File: config.mk
export PLATFORM = sky130hd
export DESIGN_NAME = preset_bitmap_rank_select
export DESIGN_NICKNAME = d
export VERILOG_FILES = /design/src/hdl/pbrs_pkg.sv /design/src/hdl/preset_bitmap_rank_select.sv
export SDC_FILE = /design/constraint.sdc
export NUM_CORES = 1
export LEC_CHECK = 0
export BUFFER_PORTS_ARGS = -buffer_cell sky130_fd_sc_hd__buf_4
export CORE_MARGIN = 2
export CORE_UTILIZATION = 50
export DETAILED_ROUTE_END_ITERATION = 8
export PLACE_DENSITY_LB_ADDON = 0.25
export SLEW_MARGIN = 30
export SYNTH_ARGS = -nofsm -noshare
export SYNTH_HDL_FRONTEND = slang
export SYNTH_SLANG_ARGS = --single-unit
File: constraint.sdc
create_clock -name clk -period 21.8 [get_ports clk]
set_input_delay 3.27 -clock clk [delete_from_list [all_inputs] [get_ports clk]]
set_output_delay 3.27 -clock clk [all_outputs]
set_load 0.1 [all_outputs]
File: src/hdl/pbrs_pkg.sv
`timescale 1ns / 1ps
// ----------------------------------------------------------------------------
// Preset bitmap rank/select package
// Shared sizes, operation codes and bit-counting helpers.
// ----------------------------------------------------------------------------
package pbrs_pkg;

    localparam int BITMAP_BYTES = 32;
    localparam int BYTE_W       = (BITMAP_BYTES > 1) ? $clog2(BITMAP_BYTES) : 1;

    localparam logic [2:0] OP_CLEAR  = 3'd0;
    localparam logic [2:0] OP_MARK   = 3'd1;
    localparam logic [2:0] OP_COUNT  = 3'd2;
    localparam logic [2:0] OP_SELECT = 3'd3;
    localparam logic [2:0] OP_RANK   = 3'd4;
    localparam logic [2:0] OP_NEXT   = 3'd5;
    localparam logic [2:0] OP_PREV   = 3'd6;

    localparam logic [7:0] NONE_SLOT   = 8'hff;
    localparam logic [8:0] LIMIT_RESET = 9'd256;

    localparam logic [2:0] NIBBLE_ONES [16] = '{
        3'd0, 3'd1, 3'd1, 3'd2, 3'd1, 3'd2, 3'd2, 3'd3,
        3'd1, 3'd2, 3'd2, 3'd3, 3'd2, 3'd3, 3'd3, 3'd4
    };

    // Number of set bits in one byte.
    function automatic logic [3:0] byte_ones(input logic [7:0] b);
        byte_ones = 4'(NIBBLE_ONES[b[3:0]]) + 4'(NIBBLE_ONES[b[7:4]]);
    endfunction

    // Bit position of the rem-th set bit (1-based) in one byte.
    function automatic logic [2:0] nth_set_bit(input logic [7:0] b, input logic [3:0] rem);
        logic [3:0] cum;
        logic       hit;
        logic [2:0] pos;
        cum = 4'd0;
        hit = 1'b0;
        pos = 3'd0;
        for (int k = 0; k < 8; k++)
        begin
            cum = cum + 4'(b[k]);
            if (b[k] && (cum == rem) && !hit)
            begin
                pos = 3'(k);
                hit = 1'b1;
            end
        end
        nth_set_bit = pos;
    endfunction

endpackage

File: src/hdl/preset_bitmap_rank_select.sv
`timescale 1ns / 1ps
// An accepted request walks the bitmap one byte per cycle: a first walk for
// clear, mark, count, select and rank, plus a second walk for next and
// previous when the count is not zero; the finish state then registers the
// result once the output register is free. A new request is accepted only in
// idle, after that hand-off; the single byte-wide popcount and search unit sets that pace.
// Reset clears the bitmap, sets count_limit to 256 and empties the output.
// ----------------------------------------------------------------------------
// Preset bitmap rank/select
// Keeps a 256-slot preset bitmap and answers clear, mark, count, select, rank
// and next/previous stepping requests with one result each.
// ----------------------------------------------------------------------------
module preset_bitmap_rank_select
(
    input  logic        clk,
    input  logic        rst_n,
    // Request channel.
    input  logic        s_tvalid,
    output logic        s_tready,
    input  logic [15:0] s_tdata,   // [7:0] slot_offset, [15:8] station_index
    input  logic [2:0]  s_tuser,   // [2:0] opcode
    // Result channel.
    output logic        m_tvalid,
    input  logic        m_tready,
    output logic [31:0] m_tdata,   // [8:0] marked_count, [16:9] found_offset,
                                   // [24:17] result_index, [31:25] zero
    output logic        m_tuser,   // [0] found
    // count_limit write channel.
    input  logic        cfg_valid,
    output logic        cfg_ready,
    input  logic [8:0]  cfg_data
);

    localparam int BW = pbrs_pkg::BYTE_W;
    localparam logic [BW-1:0] LAST_BYTE = BW'(pbrs_pkg::BITMAP_BYTES - 1);

    // Sequencer states: idle, first walk (update, count, select, rank),
    // second walk (select for stepping), and result hand-off.
    localparam logic [1:0] ST_IDLE   = 2'd0;
    localparam logic [1:0] ST_PASS1  = 2'd1;
    localparam logic [1:0] ST_PASS2  = 2'd2;
    localparam logic [1:0] ST_FINISH = 2'd3;

    logic [1:0]    state_reg,  state_next;
    logic [BW-1:0] ptr_reg,    ptr_next;
    logic [8:0]    seen_reg,   seen_next;
    logic [2:0]    op_reg,     op_next;
    logic [7:0]    slot_reg,   slot_next;
    logic [7:0]    target_reg, target_next;
    logic [8:0]    cnt_reg,    cnt_next;
    logic [7:0]    off_reg,    off_next;
    logic [7:0]    res_reg,    res_next;
    logic          fnd_reg,    fnd_next;
    logic [8:0]    limit_reg,  limit_next;
    logic          mvalid_reg, mvalid_next;
    logic [31:0]   mdata_reg,  mdata_next;
    logic          muser_reg,  muser_next;

    // The bitmap itself, one register per byte, cleared by reset.
    logic [7:0] bitmap_reg [pbrs_pkg::BITMAP_BYTES];

    logic       in_fire;
    logic [7:0] byte_raw;
    logic [7:0] byte_next;
    logic       byte_wr;
    logic [3:0] byte_pop;
    logic [8:0] seen_sum;
    logic       hit_byte;
    logic       sel_active;
    logic       sel_hit;
    logic [3:0] sel_rem;
    logic [2:0] sel_bit;
    logic       rank_hit;
    logic [7:0] below_mask;
    logic [8:0] rank_pos;
    logic [8:0] cnt_sat;
    logic [7:0] total255;
    logic [7:0] step_raw;
    logic [7:0] step_idx;

    assign in_fire   = s_tvalid && s_tready;
    assign s_tready  = (state_reg == ST_IDLE);
    assign cfg_ready = 1'b1;
    assign m_tvalid  = mvalid_reg;
    assign m_tdata   = mdata_reg;
    assign m_tuser   = muser_reg;

    // ------------------------------------------------------------------
    // Shared byte unit: the byte under the walk pointer, updated for
    // clear or mark on the first walk, its popcount, and the select and
    // rank checks against the running count of marked slots before it.
    // ------------------------------------------------------------------
    assign byte_raw = bitmap_reg[ptr_reg];
    assign hit_byte = (5'(ptr_reg) == slot_reg[7:3]);

    always_comb
    begin
        byte_next = byte_raw;
        if (state_reg == ST_PASS1)
        begin
            if (op_reg == pbrs_pkg::OP_CLEAR)
            begin
                byte_next = 8'h00;
            end
            else if ((op_reg == pbrs_pkg::OP_MARK) && hit_byte)
            begin
                byte_next = byte_raw | (8'h01 << slot_reg[2:0]);
            end
        end
    end

    assign byte_wr  = (state_reg == ST_PASS1) &&
                      ((op_reg == pbrs_pkg::OP_CLEAR) || (op_reg == pbrs_pkg::OP_MARK));
    assign byte_pop = pbrs_pkg::byte_ones(byte_next);
    assign seen_sum = seen_reg + 9'(byte_pop);

    // Select: the wanted index falls inside this byte's share of marks.
    assign sel_active = (state_reg == ST_PASS2) ||
                        ((state_reg == ST_PASS1) && (op_reg == pbrs_pkg::OP_SELECT));
    assign sel_hit    = sel_active && !fnd_reg && (target_reg != 8'd0) &&
                        ({1'b0, target_reg} > seen_reg) &&
                        ({1'b0, target_reg} <= seen_sum);
    assign sel_rem    = 4'({1'b0, target_reg} - seen_reg);
    assign sel_bit    = pbrs_pkg::nth_set_bit(byte_next, sel_rem);

    // Rank: the slot is marked; its position counts the marks below it.
    assign rank_hit   = (state_reg == ST_PASS1) && (op_reg == pbrs_pkg::OP_RANK) &&
                        hit_byte && byte_next[slot_reg[2:0]];
    assign below_mask = (8'h01 << slot_reg[2:0]) - 8'h01;
    assign rank_pos   = seen_reg + 9'(pbrs_pkg::byte_ones(byte_next & below_mask)) + 9'd1;

    // Count at the end of the first walk, saturated at the limit.
    assign cnt_sat  = (seen_sum < limit_reg) ? seen_sum : limit_reg;
    assign total255 = cnt_sat[8] ? 8'hff : cnt_sat[7:0];
    assign step_raw = (op_reg == pbrs_pkg::OP_NEXT) ? (target_reg + 8'd1)
                                                     : (target_reg - 8'd1);

    always_comb
    begin
        if ((step_raw == 8'd0) || (step_raw == 8'hff))
        begin
            step_idx = total255;
        end
        else if (step_raw > total255)
        begin
            step_idx = 8'd1;
        end
        else
        begin
            step_idx = step_raw;
        end
    end

    // ------------------------------------------------------------------
    // Sequencer.
    // ------------------------------------------------------------------
    always_comb
    begin
        state_next  = state_reg;
        ptr_next    = ptr_reg;
        seen_next   = seen_reg;
        op_next     = op_reg;
        slot_next   = slot_reg;
        target_next = target_reg;
        cnt_next    = cnt_reg;
        off_next    = off_reg;
        res_next    = res_reg;
        fnd_next    = fnd_reg;
        limit_next  = limit_reg;
        mvalid_next = mvalid_reg;
        mdata_next  = mdata_reg;
        muser_next  = muser_reg;

        if (cfg_valid && cfg_ready)
        begin
            limit_next = cfg_data;
        end

        if (mvalid_reg && m_tready)
        begin
            mvalid_next = 1'b0;
        end

        unique case (state_reg)
            ST_IDLE:
            begin
                if (in_fire)
                begin
                    op_next     = s_tuser;
                    slot_next   = s_tdata[7:0];
                    target_next = s_tdata[15:8];
                    ptr_next    = '0;
                    seen_next   = 9'd0;
                    off_next    = pbrs_pkg::NONE_SLOT;
                    fnd_next    = 1'b0;
                    if ((s_tuser == pbrs_pkg::OP_SELECT) || (s_tuser == pbrs_pkg::OP_RANK) ||
                        (s_tuser == pbrs_pkg::OP_NEXT) || (s_tuser == pbrs_pkg::OP_PREV))
                    begin
                        res_next = s_tdata[15:8];
                    end
                    else
                    begin
                        res_next = 8'd0;
                    end
                    state_next = ST_PASS1;
                end
            end

            ST_PASS1, ST_PASS2:
            begin
                seen_next = seen_sum;
                ptr_next  = ptr_reg + BW'(1);
                if (sel_hit)
                begin
                    off_next = (8'(ptr_reg) << 3) | 8'(sel_bit);
                    fnd_next = 1'b1;
                end
                if (rank_hit)
                begin
                    res_next = rank_pos[8] ? 8'hff : rank_pos[7:0];
                    fnd_next = 1'b1;
                end
                if (ptr_reg == LAST_BYTE)
                begin
                    ptr_next   = '0;
                    seen_next  = 9'd0;
                    state_next = ST_FINISH;
                    if (state_reg == ST_PASS1)
                    begin
                        cnt_next = cnt_sat;
                        if (((op_reg == pbrs_pkg::OP_NEXT) || (op_reg == pbrs_pkg::OP_PREV)) &&
                            (total255 != 8'd0))
                        begin
                            res_next    = step_idx;
                            target_next = step_idx;
                            state_next  = ST_PASS2;
                        end
                    end
                end
            end

            ST_FINISH:
            begin
                // Hand the result over once the output register is free.
                if (!mvalid_reg || m_tready)
                begin
                    mvalid_next = 1'b1;
                    mdata_next  = {7'd0, res_reg, off_reg, cnt_reg};
                    muser_next  = fnd_reg;
                    state_next  = ST_IDLE;
                end
            end

            default:
            begin
                state_next = ST_IDLE;
            end
        endcase
    end

    always_ff @(posedge clk or negedge rst_n)
    begin
        if (!rst_n)
        begin
            state_reg  <= ST_IDLE;
            limit_reg  <= pbrs_pkg::LIMIT_RESET;
            mvalid_reg <= 1'b0;
            ptr_reg    <= '0;
            seen_reg   <= 9'd0;
            fnd_reg    <= 1'b0;
            for (int i = 0; i < pbrs_pkg::BITMAP_BYTES; i++)
            begin
                bitmap_reg[i] <= 8'h00;
            end
        end
        else
        begin
            state_reg  <= state_next;
            limit_reg  <= limit_next;
            mvalid_reg <= mvalid_next;
            ptr_reg    <= ptr_next;
            seen_reg   <= seen_next;
            fnd_reg    <= fnd_next;
            if (byte_wr)
            begin
                bitmap_reg[ptr_reg] <= byte_next;
            end
        end
    end

    // Payload registers carry no reset.
    always_ff @(posedge clk)
    begin
        op_reg     <= op_next;
        slot_reg   <= slot_next;
        target_reg <= target_next;
        cnt_reg    <= cnt_next;
        off_reg    <= off_next;
        res_reg    <= res_next;
        mdata_reg  <= mdata_next;
        muser_reg  <= muser_next;
    end

endmodule
Word level (Yosys, flattened, before mapping)
Memory sizes are Yosys's and may differ from the RTL's.
Cells that the tools add are included.
Storage, ports and cells
  register bits: 353
  memory bits (read-only): 192
  input bits: 33
  output and inout port bits: 36
  logic and storage cells: 251
  memories kept: 4
Cells by class
  add/sub/neg operators: 17
  order comparisons: 11
  equal/unequal tests: 30
  shift operators: 1
  multiplexer cells: 73
  bitwise gates (word level): 8
  reduce and logical (&&, ||, !) cells: 61
Memory list
  (name not given): depth 16, width 3, rd ports 1, clocked after memory_dff 0, write ports 0, RTL line pbrs_pkg.sv:29  | byte_ones = 4'(NIBBLE_ONES[b[3:0]]) + 4'(NIBBLE_ONES[b[7:4]]);
  (name not given): depth 16, width 3, rd ports 1, clocked after memory_dff 0, write ports 0, RTL line pbrs_pkg.sv:29
  (name not given): depth 16, width 3, rd ports 1, clocked after memory_dff 0, write ports 0, RTL line pbrs_pkg.sv:29
  (name not given): depth 16, width 3, rd ports 1, clocked after memory_dff 0, write ports 0, RTL line pbrs_pkg.sv:29
Operator list (number)
  bitwise mux 256 bit: 1
  two-way mux 8 bit: 23
  case mux 8 bit (2 select lines): 3
  two-way mux 3 bit: 14
  binary-select mux 8 bit (select 5 bit): 1
  demux 8 bit (select 5 bit): 1
  logical AND 1 bit: 29
  two-way mux 9 bit: 3
  equality test 4 bit: 5
  greater-or-equal comparator 5 bit, second input constant: 4
  inverter 4 -> 5 bit: 4
  adder 9 x 4 -> 9 bit: 2
  equality test 3 bit, second input constant: 6
  case mux 9 bit (2 select lines): 1
  two-way mux 1 bit: 17
  adder 4 x 1 -> 4 bit: 4
  nonzero test 8 bit: 2
  subtractor 8 x 1 -> 8 bit, second input constant: 2
  AND reduction 3 bit: 4
  two-way mux 5 bit: 2
  != test 2 bit, second input constant: 5
  case mux 5 bit (2 select lines): 1
  adder 9 x 1 -> 9 bit, second input constant: 1
  > comparator 8 x 9 -> 1 bit: 1
  other kinds (43): 65

Longest topological paths before layout
Gate-level depths: netlist of the first run.
  depth in word-level cells: 35
  depth in mapped cells: 37
  gate-level depth less buffers: 33

Least setup slack after synthesis of the first run
No wires, ideal clock.
  path kind: reg2reg
  start: register ptr_reg[0]
  end: register res_reg[4] (data pin)
  setup time: 0.163 ns
  arrival time: 7.170 ns
  required time: 21.637 ns
  setup slack: 14.466 ns
  cell stages (with the launch flop): 37
  buffers on the path: 5
  clock period less this slack: 7.334 ns
  path through: dfrtp_1 buf_6 buf_6 buf_2 mux2i_1 o22ai_1 nor4_1 o211ai_1 o21a_1 inv_1 clkbuf_1 ha_1 nand2_1 a21oi_1 a21oi_1 fa_1 ha_1 inv_1 fa_1 nor2b_1 o21ai_0 xnor2_1 ha_1 and4_1 nand2_1 o221ai_1 clkbuf_1 nor3_1 a31o_2 ha_1 a21o_1 a21o_1 a21oi_1 a32oi_1 or2_2 mux2_2 o221ai_1
On the way
  word-level cells in the longest chain between the ends: 24
  elaborated cells on any way between the ends: 51
  classes of those cells: add/sub: 5; order compare: 2; eq/ne: 2; mux: 26; bitwise: 7; reduce/logical: 5; memory: 4
RTL lines
  start: declaration: RTL line preset_bitmap_rank_select.sv:45  | logic [BW-1:0] ptr_reg, ptr_next;
  start signal: assignment: RTL line preset_bitmap_rank_select.sv:281  | ptr_reg <= ptr_next;
  inverter 5 -> 6 bit (not written as such): RTL line preset_bitmap_rank_select.sv:93  | assign byte_raw = bitmap_reg[ptr_reg];
  binary-select mux 8 bit (select 5 bit): RTL line preset_bitmap_rank_select.sv:93
  two-way mux 8 bit (not written as such) (2 in a row): RTL line preset_bitmap_rank_select.sv:93
  OR 8 bit: RTL line preset_bitmap_rank_select.sv:107  | byte_next = byte_raw | (8'h01 << slot_reg[2:0]);
  two-way mux 8 bit: RTL line preset_bitmap_rank_select.sv:105  | else if ((op_reg == pbrs_pkg::OP_MARK) && hit_byte)
  two-way mux 8 bit: RTL line preset_bitmap_rank_select.sv:101  | if (op_reg == pbrs_pkg::OP_CLEAR)
  two-way mux 8 bit: RTL line preset_bitmap_rank_select.sv:99  | if (state_reg == ST_PASS1)
  inverter 4 -> 5 bit (not written as such): RTL line pbrs_pkg.sv:29
  [8 not listed]
  > comparator 8 bit: RTL line preset_bitmap_rank_select.sv:144  | else if (step_raw > total255)
  two-way mux 8 bit: RTL line preset_bitmap_rank_select.sv:144
  two-way mux 8 bit: RTL line preset_bitmap_rank_select.sv:140  | if ((step_raw == 8'd0) || (step_raw == 8'hff))
  two-way mux 8 bit: RTL line preset_bitmap_rank_select.sv:231  | if (((op_reg == pbrs_pkg::OP_NEXT) || (op_reg == pbrs_pkg::OP_PREV)) &&
  two-way mux 8 bit: RTL line preset_bitmap_rank_select.sv:228  | if (state_reg == ST_PASS1)
  two-way mux 8 bit (*): RTL line preset_bitmap_rank_select.sv:223  | if (ptr_reg == LAST_BYTE)
  case mux 8 bit (2 select lines) (*): RTL line preset_bitmap_rank_select.sv:184  | unique case (state_reg)
  via res_next[4]: RTL line preset_bitmap_rank_select.sv:52  | logic [7:0] res_reg, res_next;
  end signal: assignment: RTL line preset_bitmap_rank_select.sv:299  | res_reg <= res_next;
  end: declaration: RTL line preset_bitmap_rank_select.sv:52
The timed path passes the listed nets; every way through them passes the cells marked *. The select of a mux whose other input is x is not followed.
A chain may end at the register's enable or synchronous reset.

Worst setup path in the final report of the first run
  start: register ptr_reg[0]
  end: register res_reg[1] (data pin)
The elaborated chain is that of the path after synthesis.

==> impl_metrics.xml, run 1 <==
<?xml version="1.0" encoding="UTF-8"?>
<metrics>
  <group name="floorplanning">
    <metric name="io_pins" unit="">69</metric>
    <metric name="rows" unit="">71</metric>
    <metric name="placeableCoreArea" unit="sq um">37600</metric>
    <metric name="die_area" unit="sq um">39600</metric>
    <metric name="initial_utilization" unit="%">50.6</metric>
    <metric name="die_width" unit="um">199</metric>
    <metric name="die_h" unit="um">199</metric>
  </group>
  <group name="placed_design">
    <metric name="place_ws" unit="ps">11980</metric>
    <metric name="port_buffers" unit="">60</metric>
    <metric name="dp_hpwl" unit="mm">36.4</metric>
    <metric name="dpl-instance-area" unit="sq um">19700</metric>
    <metric name="place_congestion" unit="">0.925</metric>
  </group>
  <group name="critical_path">
    <metric name="criticalPathCategory" unit="">reg2reg</metric>
    <metric name="cp_top_family" unit="">simple AND/OR/NAND/NOR gates</metric>
    <metric name="path_max_fanout" unit="">55</metric>
    <metric name="critPathRequiredTime" unit="ps">22160</metric>
    <metric name="critPathSlowestCell" unit="">dfrtp_4</metric>
    <metric name="number_of_buffers_and_inverters_on_the_critical_path" unit="">2</metric>
    <metric name="r2r_cells" unit="">27</metric>
    <metric name="worst_setup_path_start_kind" unit="">register</metric>
    <metric name="cp.depth" unit="">27</metric>
    <metric name="critPathArrivalTime" unit="ps">10160</metric>
    <metric name="critical-path-max-stage-delay" unit="ps">770</metric>
    <metric name="worstSetupEndpointType" unit="">register</metric>
  </group>
  <group name="finish">
    <metric name="fillCellCount" unit="">3311</metric>
    <metric name="area_growth_syn_to_layout" unit="%">10.5</metric>
    <metric name="max_ffs_per_register" unit="">256</metric>
    <metric name="multi_input_area" unit="sq um">8990</metric>
    <metric name="share_of_post_route_cells_with_drive_strength_above_1" unit="%">13.2</metric>
    <metric name="finalNetCount" unit="">1965</metric>
    <metric name="n_antenna_cell" unit="">0</metric>
    <metric name="post_layout_inst_area" unit="sq um">21000</metric>
    <metric name="final-seq-area" unit="sq um">9190</metric>
  </group>
  <group name="global_routing">
    <metric name="antenna_violations_before_repair" unit="">1</metric>
    <metric name="grt_usage" unit="%">27.3</metric>
    <metric name="pin_count_of_the_biggest_net_entering_global_routing" unit="">121</metric>
    <metric name="grt_first_pass_wirelength" unit="mm">81.8</metric>
    <metric name="grt_pass1_vias" unit="">13903</metric>
    <metric name="gr-total-overflow" unit="">0</metric>
  </group>
  <group name="yosys">
    <metric name="yosysUniqueCellTypes" unit="">81</metric>
    <metric name="synth-main-ff-cell" unit="">dfrtp_1</metric>
    <metric name="area_of_the_mapped_netlist" unit="sq um">19000</metric>
    <metric name="synth_area_leader_cell" unit="">dfrtp_1</metric>
    <metric name="proportion_of_register_bits_with_asynchronous_set_or_reset_after_synthesis" unit="%">80.2</metric>
    <metric name="synthesis.yosys.warnings" unit="">0</metric>
    <metric name="synth-seq-cells" unit="">353</metric>
    <metric name="yosysSeqAreaShare" unit="%">48.3</metric>
    <metric name="synth.avg_cell_area" unit="sq um">10.4</metric>
    <metric name="count_of_flip_flops_with_a_built_in_enable_after_synthesis" unit="">70</metric>
    <metric name="synthesis.instances" unit="">1824</metric>
    <metric name="netlist.area_leader.share" unit="%">37.1</metric>
    <metric name="ys_top_cells_by_area" unit="">dfrtp_1, edfxtp_1, o21ai_0</metric>
  </group>
  <group name="clock_network">
    <metric name="clockBufferDepth" unit="">3</metric>
    <metric name="cts.clk_slew.worst_paths" unit="ps">60</metric>
    <metric name="cts_post_setup_buffers_inserted" unit="">0</metric>
    <metric name="clkSinkCount" unit="">353</metric>
    <metric name="cts-hold-fix-buffers" unit="">0</metric>
    <metric name="h-tree-depth" unit="">2</metric>
    <metric name="post_cts_resized" unit="">0</metric>
    <metric name="root_buffer" unit="">clkbuf_16</metric>
    <metric name="insertion_delay_of_the_later_clocked_pin_in_the_worst_skew_pair" unit="ps">570</metric>
    <metric name="tritoncts" unit="">yes</metric>
    <metric name="number_of_buffers_added_by_the_clock_tree_synthesis_step" unit="">39</metric>
  </group>
  <group name="drt">
    <metric name="avgRoutedWirePerCell" unit="um">22.0</metric>
    <metric name="final_antenna_net_count" unit="">0</metric>
    <metric name="detail_route.vias_per_cell" unit="">5.93</metric>
    <metric name="dr.first_iter.drc_count" unit="">995</metric>
    <metric name="route.detailed.drc" unit="">0</metric>
    <metric name="wl" unit="mm">52.3</metric>
    <metric name="vias" unit="">14120</metric>
    <metric name="firstDrtPassIters" unit="">5</metric>
  </group>
  <group name="worst_hold_path">
    <metric name="worst_hold_path.num_cells" unit="">0</metric>
    <metric name="timing.hold.worst.class" unit="">reg2reg</metric>
  </group>
  <group name="timing">
    <metric name="grt_setup_unrepaired" unit="">false</metric>
    <metric name="slew_headroom" unit="%">34.2</metric>
    <metric name="final_setup_fails" unit="">0</metric>
    <metric name="final_max_slew_viol_count" unit="">0</metric>
    <metric name="clock-skew-final" unit="ps">22.6</metric>
    <metric name="finalWorstPathRequiredPeriod" unit="ps">9800</metric>
    <metric name="layout_worst_path_cycle_share" unit="%">45.0</metric>
    <metric name="final_hold_viol_count" unit="">0</metric>
    <metric name="timing.fmax" unit="GHz">0.102</metric>
    <metric name="timing_worst_slew_pin_value" unit="ps">984</metric>
    <metric name="final_critical_path_setup_slack" unit="ps">12000</metric>
    <metric name="setup_tns_after_final_layout" unit="ps">0</metric>
  </group>
  <group name="pwr">
    <metric name="p_leak" unit="uW">0.00913</metric>
    <metric name="power.density_cell_area" unit="nW/um^2">128</metric>
    <metric name="power.share.clock" unit="%">24.2</metric>
    <metric name="power_switching" unit="uW">1100</metric>
    <metric name="comb_power_share" unit="%">44.3</metric>
    <metric name="peakVddDrop" unit="uV">68.7</metric>
    <metric name="power.sequential.fraction" unit="%">31.5</metric>
    <metric name="design_power_total" unit="uW">2680</metric>
    <metric name="power_switching_share" unit="%">41.1</metric>
    <metric name="internal_power" unit="uW">1580</metric>
  </group>
  <group name="outcome">
    <metric name="outcome" unit="">finished clean</metric>
  </group>
  <group name="run">
    <metric name="max_cap_violation_count" unit="">0</metric>
  </group>
</metrics>
[power by group through the flow]
| stage | logic [uW] | registers [uW] | clock network [uW] |
|---|---|---|---|
| 4_1_cts | 1180 | 842 | 659 |
| 3_3_place_gp | 1150 | 853 | 0 |
| 6_report | 1190 | 844 | 648 |
| 2_1_floorplan | 810 | 920 | 0 |
| 3_5_place_dp | 1170 | 854 | 0 |
| 5_1_grt | 1290 | 850 | 685 |
[logic make-up (layout without fill, tap and decap cells)]
logic type / after synthesis / after routing / share of synthesized area (%)
compound gates: 404 / 404 / 12.4
xor+xnor: 66 / 66 / 3.12
fa+ha+maj: 92 / 92 / 6.49
buf+inv: 192 / 230 / 4.57
flops: 353 / 353 / 48.3
mux: 197 / 197 / 12.1
other cells: 2 / 9 / 0.0395
simple gates: 518 / 518 / 13.0
[cell usage after synthesis, drive strengths merged (5+ instances only)]
cell / n
nand2: 288
dfrtp: 282
o21ai: 233
mux2i: 104
ha: 81
inv: 79
mux2: 75
clkbuf: 74
edfxtp: 70
o22ai: 53
nor2: 51
a21oi: 36
buf: 35
xnor2: 34
nand3: 33
xor2: 31
mux4: 18
nor4: 18
nor3: 17
nand2b: 16
and2: 14
nand4: 13
fa: 11
a31oi: 10
and3: 10
nor3b: 10
o221ai: 10
o21a: 8
nand3b: 7
o211ai: 7
a21o: 6
nor2b: 6
o31ai: 6
or2: 6
or3: 5
or4b: 5
[per-layer routing]
layer	up-vias	GRT usage [%]	share of wire (%)
met5	-	0	0
met4	0	10.5	3.6
met3	128	4.22	6.8
met2	513	43.7	46
met1	6977	37.5	43
li1	6502	-	-
[layout by cell type, fill, tap and decap left out, types with 50 or more instances in the layout]
cell type / count
dfrtp_1: 281
inv_1: 79
mux2i_1: 104
ha_1: 81
edfxtp_1: 70
mux2_2: 75
nor2_1: 50
buf_4: 72
nand2_1: 288
o22ai_1: 53
o21ai_0: 230
[layout make-up]
| cell class | instances | area share, % |
|---|---|---|
| sequential | 353 | 43.8 |
| timing repair buffer | 77 | 2.94 |
| multi-input combinational | 1286 | 42.8 |
| tap | 511 | 3.04 |
| clock inverter | 11 | 0.608 |
| clock buffer | 59 | 5.34 |
| inverter | 83 | 1.50 |
[stage by stage]
step,hold WS [ps],util [%],instances
6_report,420,55.9,2380
5_1_grt,425,55.9,2380
3_5_place_dp,409,52.5,2309
4_1_cts,422,55.8,2379
2_1_floorplan,400,-,1831
3_3_place_gp,405,52.4,2309
[path summary, 6_finish.rpt]
check                           start         endpoint  slack [ps]
max                        ptr_reg[0]       res_reg[1]       12000
min                        cnt_reg[3]       m_tdata[3]         420
max reg2reg                ptr_reg[0]       res_reg[1]       12000
min reg2reg                cnt_reg[3]       m_tdata[3]         420
max in group asynchronous       rst_n  bitmap_reg[168]       17780
min in group asynchronous       rst_n  bitmap_reg[138]        2570
Power figures use the tool's default switching activity.
==> run 2: changes to the inputs <==
clock period = 10 ns   (was 21.8 ns; I/O delays follow)
==> run 2 against run 1 <==
Compared with the run above: worst hold slack worse by 2.8 ps; clock power is 130% higher; count of clock-buffer cells in the layout unchanged; largest cell class unchanged; combinational power rose by 110%; cell count up 0.34%; critical path type unchanged.
==> impl_metrics.xml, run 2 (synthesis gave the netlist of run 1 again) <==
<?xml version="1.0" encoding="UTF-8"?>
<metrics>
  <group name="finish">
    <metric name="n_antenna_cell" unit="">0</metric>
    <metric name="max_ffs_per_register" unit="">256</metric>
    <metric name="share_of_post_route_cells_with_drive_strength_above_1" unit="%">14.2</metric>
    <metric name="multi_input_area" unit="sq um">8980</metric>
    <metric name="final-seq-area" unit="sq um">9190</metric>
    <metric name="most_common_cell_after_layout_fill_and_taps_aside" unit="">nand2_1</metric>
    <metric name="area_growth_syn_to_layout" unit="%">11.6</metric>
    <metric name="finalNetCount" unit="">1973</metric>
    <metric name="post_layout_inst_area" unit="sq um">21200</metric>
    <metric name="fillCellCount" unit="">3263</metric>
    <metric name="final_cell_mix" unit="">nand2_1, dfrtp_1, o21ai_0</metric>
  </group>
  <group name="critical_path">
    <metric name="critPathSlowestCell" unit="">dfrtp_1</metric>
    <metric name="critical-path-max-stage-delay" unit="ps">890</metric>
    <metric name="critPathRequiredTime" unit="ps">10270</metric>
    <metric name="worst_setup_path_start_kind" unit="">register</metric>
    <metric name="worst_path_most_repeated_cell" unit="">ha_1</metric>
    <metric name="criticalPathCategory" unit="">reg2reg</metric>
    <metric name="path_max_fanout" unit="">27</metric>
    <metric name="critPathArrivalTime" unit="ps">9330</metric>
    <metric name="worstSetupEndpointType" unit="">register</metric>
  </group>
  <group name="timing">
    <metric name="layout_worst_path_cycle_share" unit="%">90.6</metric>
    <metric name="final_max_slew_viol_count" unit="">0</metric>
    <metric name="final_critical_path_setup_slack" unit="ps">941</metric>
    <metric name="clock-skew-final" unit="ps">17.0</metric>
    <metric name="finalWorstPathRequiredPeriod" unit="ps">9060</metric>
    <metric name="setup_tns_after_final_layout" unit="ps">0</metric>
    <metric name="timing_worst_slew_pin_value" unit="ps">978</metric>
    <metric name="hold_ws" unit="ps">417</metric>
    <metric name="grt_setup_unrepaired" unit="">false</metric>
    <metric name="final_setup_fails" unit="">0</metric>
    <metric name="slew_headroom" unit="%">34.4</metric>
    <metric name="final_hold_viol_count" unit="">0</metric>
    <metric name="timing.fmax" unit="GHz">0.110</metric>
  </group>
  <group name="drt">
    <metric name="wl" unit="mm">52.6</metric>
    <metric name="detail_route.vias_per_cell" unit="">5.89</metric>
    <metric name="avgRoutedWirePerCell" unit="um">22.0</metric>
    <metric name="route.detailed.drc" unit="">0</metric>
    <metric name="dr.first_iter.drc_count" unit="">1102</metric>
    <metric name="firstDrtPassIters" unit="">8</metric>
    <metric name="final_antenna_net_count" unit="">0</metric>
    <metric name="vias" unit="">14064</metric>
  </group>
  <group name="floorplanning">
    <metric name="die_width" unit="um">199</metric>
    <metric name="die_h" unit="um">199</metric>
    <metric name="initial_utilization" unit="%">50.6</metric>
    <metric name="io_pins" unit="">69</metric>
    <metric name="rows" unit="">71</metric>
    <metric name="placeableCoreArea" unit="sq um">37600</metric>
    <metric name="die_area" unit="sq um">39600</metric>
  </group>
  <group name="pwr">
    <metric name="comb_power_share" unit="%">42.8</metric>
    <metric name="power.sequential.fraction" unit="%">31.8</metric>
    <metric name="power_switching" unit="uW">2410</metric>
    <metric name="design_power_total" unit="uW">5950</metric>
    <metric name="internal_power" unit="uW">3540</metric>
    <metric name="power_switching_share" unit="%">40.5</metric>
    <metric name="power.density_cell_area" unit="nW/um^2">281</metric>
    <metric name="power.share.clock" unit="%">25.4</metric>
    <metric name="p_leak" unit="uW">0.00924</metric>
    <metric name="peakVddDrop" unit="uV">154</metric>
  </group>
  <group name="placed_design">
    <metric name="dpl-instance-area" unit="sq um">19800</metric>
    <metric name="port_buffers" unit="">60</metric>
    <metric name="place_ws" unit="ps">1140</metric>
    <metric name="dp_hpwl" unit="mm">37.4</metric>
    <metric name="place_congestion" unit="">0.996</metric>
  </group>
  <group name="clock_network">
    <metric name="clockBufferDepth" unit="">3</metric>
    <metric name="number_of_buffers_added_by_the_clock_tree_synthesis_step" unit="">39</metric>
    <metric name="h-tree-depth" unit="">2</metric>
    <metric name="cts_post_setup_buffers_inserted" unit="">0</metric>
    <metric name="cts.clk_slew.worst_paths" unit="ps">60</metric>
    <metric name="post_cts_resized" unit="">0</metric>
    <metric name="insertion_delay_of_the_later_clocked_pin_in_the_worst_skew_pair" unit="ps">570</metric>
    <metric name="tritoncts" unit="">yes</metric>
    <metric name="root_buffer" unit="">clkbuf_16</metric>
    <metric name="cts-hold-fix-buffers" unit="">0</metric>
    <metric name="clkSinkCount" unit="">353</metric>
  </group>
  <group name="global_routing">
    <metric name="grt_first_pass_wirelength" unit="mm">81.1</metric>
    <metric name="grt_usage" unit="%">27.3</metric>
    <metric name="grt_pass1_vias" unit="">13648</metric>
    <metric name="antenna_violations_before_repair" unit="">0</metric>
    <metric name="pin_count_of_the_biggest_net_entering_global_routing" unit="">180</metric>
    <metric name="gr-total-overflow" unit="">0</metric>
  </group>
  <group name="run">
    <metric name="max_cap_violation_count" unit="">0</metric>
  </group>
  <group name="outcome">
    <metric name="outcome" unit="">finished clean</metric>
  </group>
  <group name="worst_hold_path">
    <metric name="timing.hold.worst.class" unit="">reg2reg</metric>
  </group>
</metrics>
[run 2: cell count changes in the layout (fill, tap and decap cells not counted), moves of 3 or more]
cell	change
clkbuf_1	-8
buf_4	+9
dfrtp_1	-3
clkbuf_16	+4
clkbuf_8	+4
dfrtp_2	+3
buf_6	-3
[run 2: final cells by class]
cell class                 instances  area share, %
sequential                       353           43.4
timing repair buffer              85           3.26
clock buffer                      59           5.88
inverter                          83           1.47
multi-input combinational       1286           42.4
clock inverter                    11          0.632
tap                              511           3.02
[run 2: power by group through the flow]
stage / Clock (uW) / Sequential (uW) / Combinational, uW
after detailed placement: 0 / 1910 / 2500
after floorplan: 0 / 2000 / 1770
after CTS: 1540 / 1890 / 2520
after global routing: 1590 / 1910 / 2790
final: 1510 / 1890 / 2550
after global placement: 0 / 1910 / 2460
[run 2: final timing paths]
path	from	to	slack [ps]	cells past startpoint
setup / recovery	ptr_reg[3]	res_reg[4]	940	28
hold / removal	off_reg[7]	m_tdata[16]	420	0
setup reg to reg	ptr_reg[3]	res_reg[4]	940	28
hold reg to reg	off_reg[7]	m_tdata[16]	420	0
max in group asynchronous	rst_n	bitmap_reg[70]	7570	3
min in group asynchronous	rst_n	bitmap_reg[132]	1000	1
[run 2: metal layers]
| layer | track usage, % | up-vias | wire length, um | part of all wire [%] |
|---|---|---|---|---|
| li1 | - | 6520 | - | - |
| met1 | 35.5 | 6895 | 21900 | 42 |
| met2 | 43.5 | 502 | 24500 | 47 |
| met3 | 5.56 | 147 | 3590 | 6.8 |
| met4 | 13.4 | 0 | 2610 | 5.0 |
| met5 | 0 | - | 0 | 0 |
[run 2: worst max-delay path, delay by kind of cell, from the launching register on]
kind / cells / cell delay, ps
adder cells (fa/ha/maj): 5 / 1840
multiplexers: 2 / 430
XOR/XNOR: 2 / 480
AND/OR/NAND/NOR: 8 / 1690
AO/OA/AOI/OAI: 6 / 1500
flip-flops: 1 / 890
buffers and inverters: 5 / 1900
[run 2: through the flow]
stage	util (%)	instances
detailed placement	52.6	2317
floorplan	-	1831
global route	56.4	2388
global placement	52.6	2317
CTS	56.3	2387
finish	56.4	2388
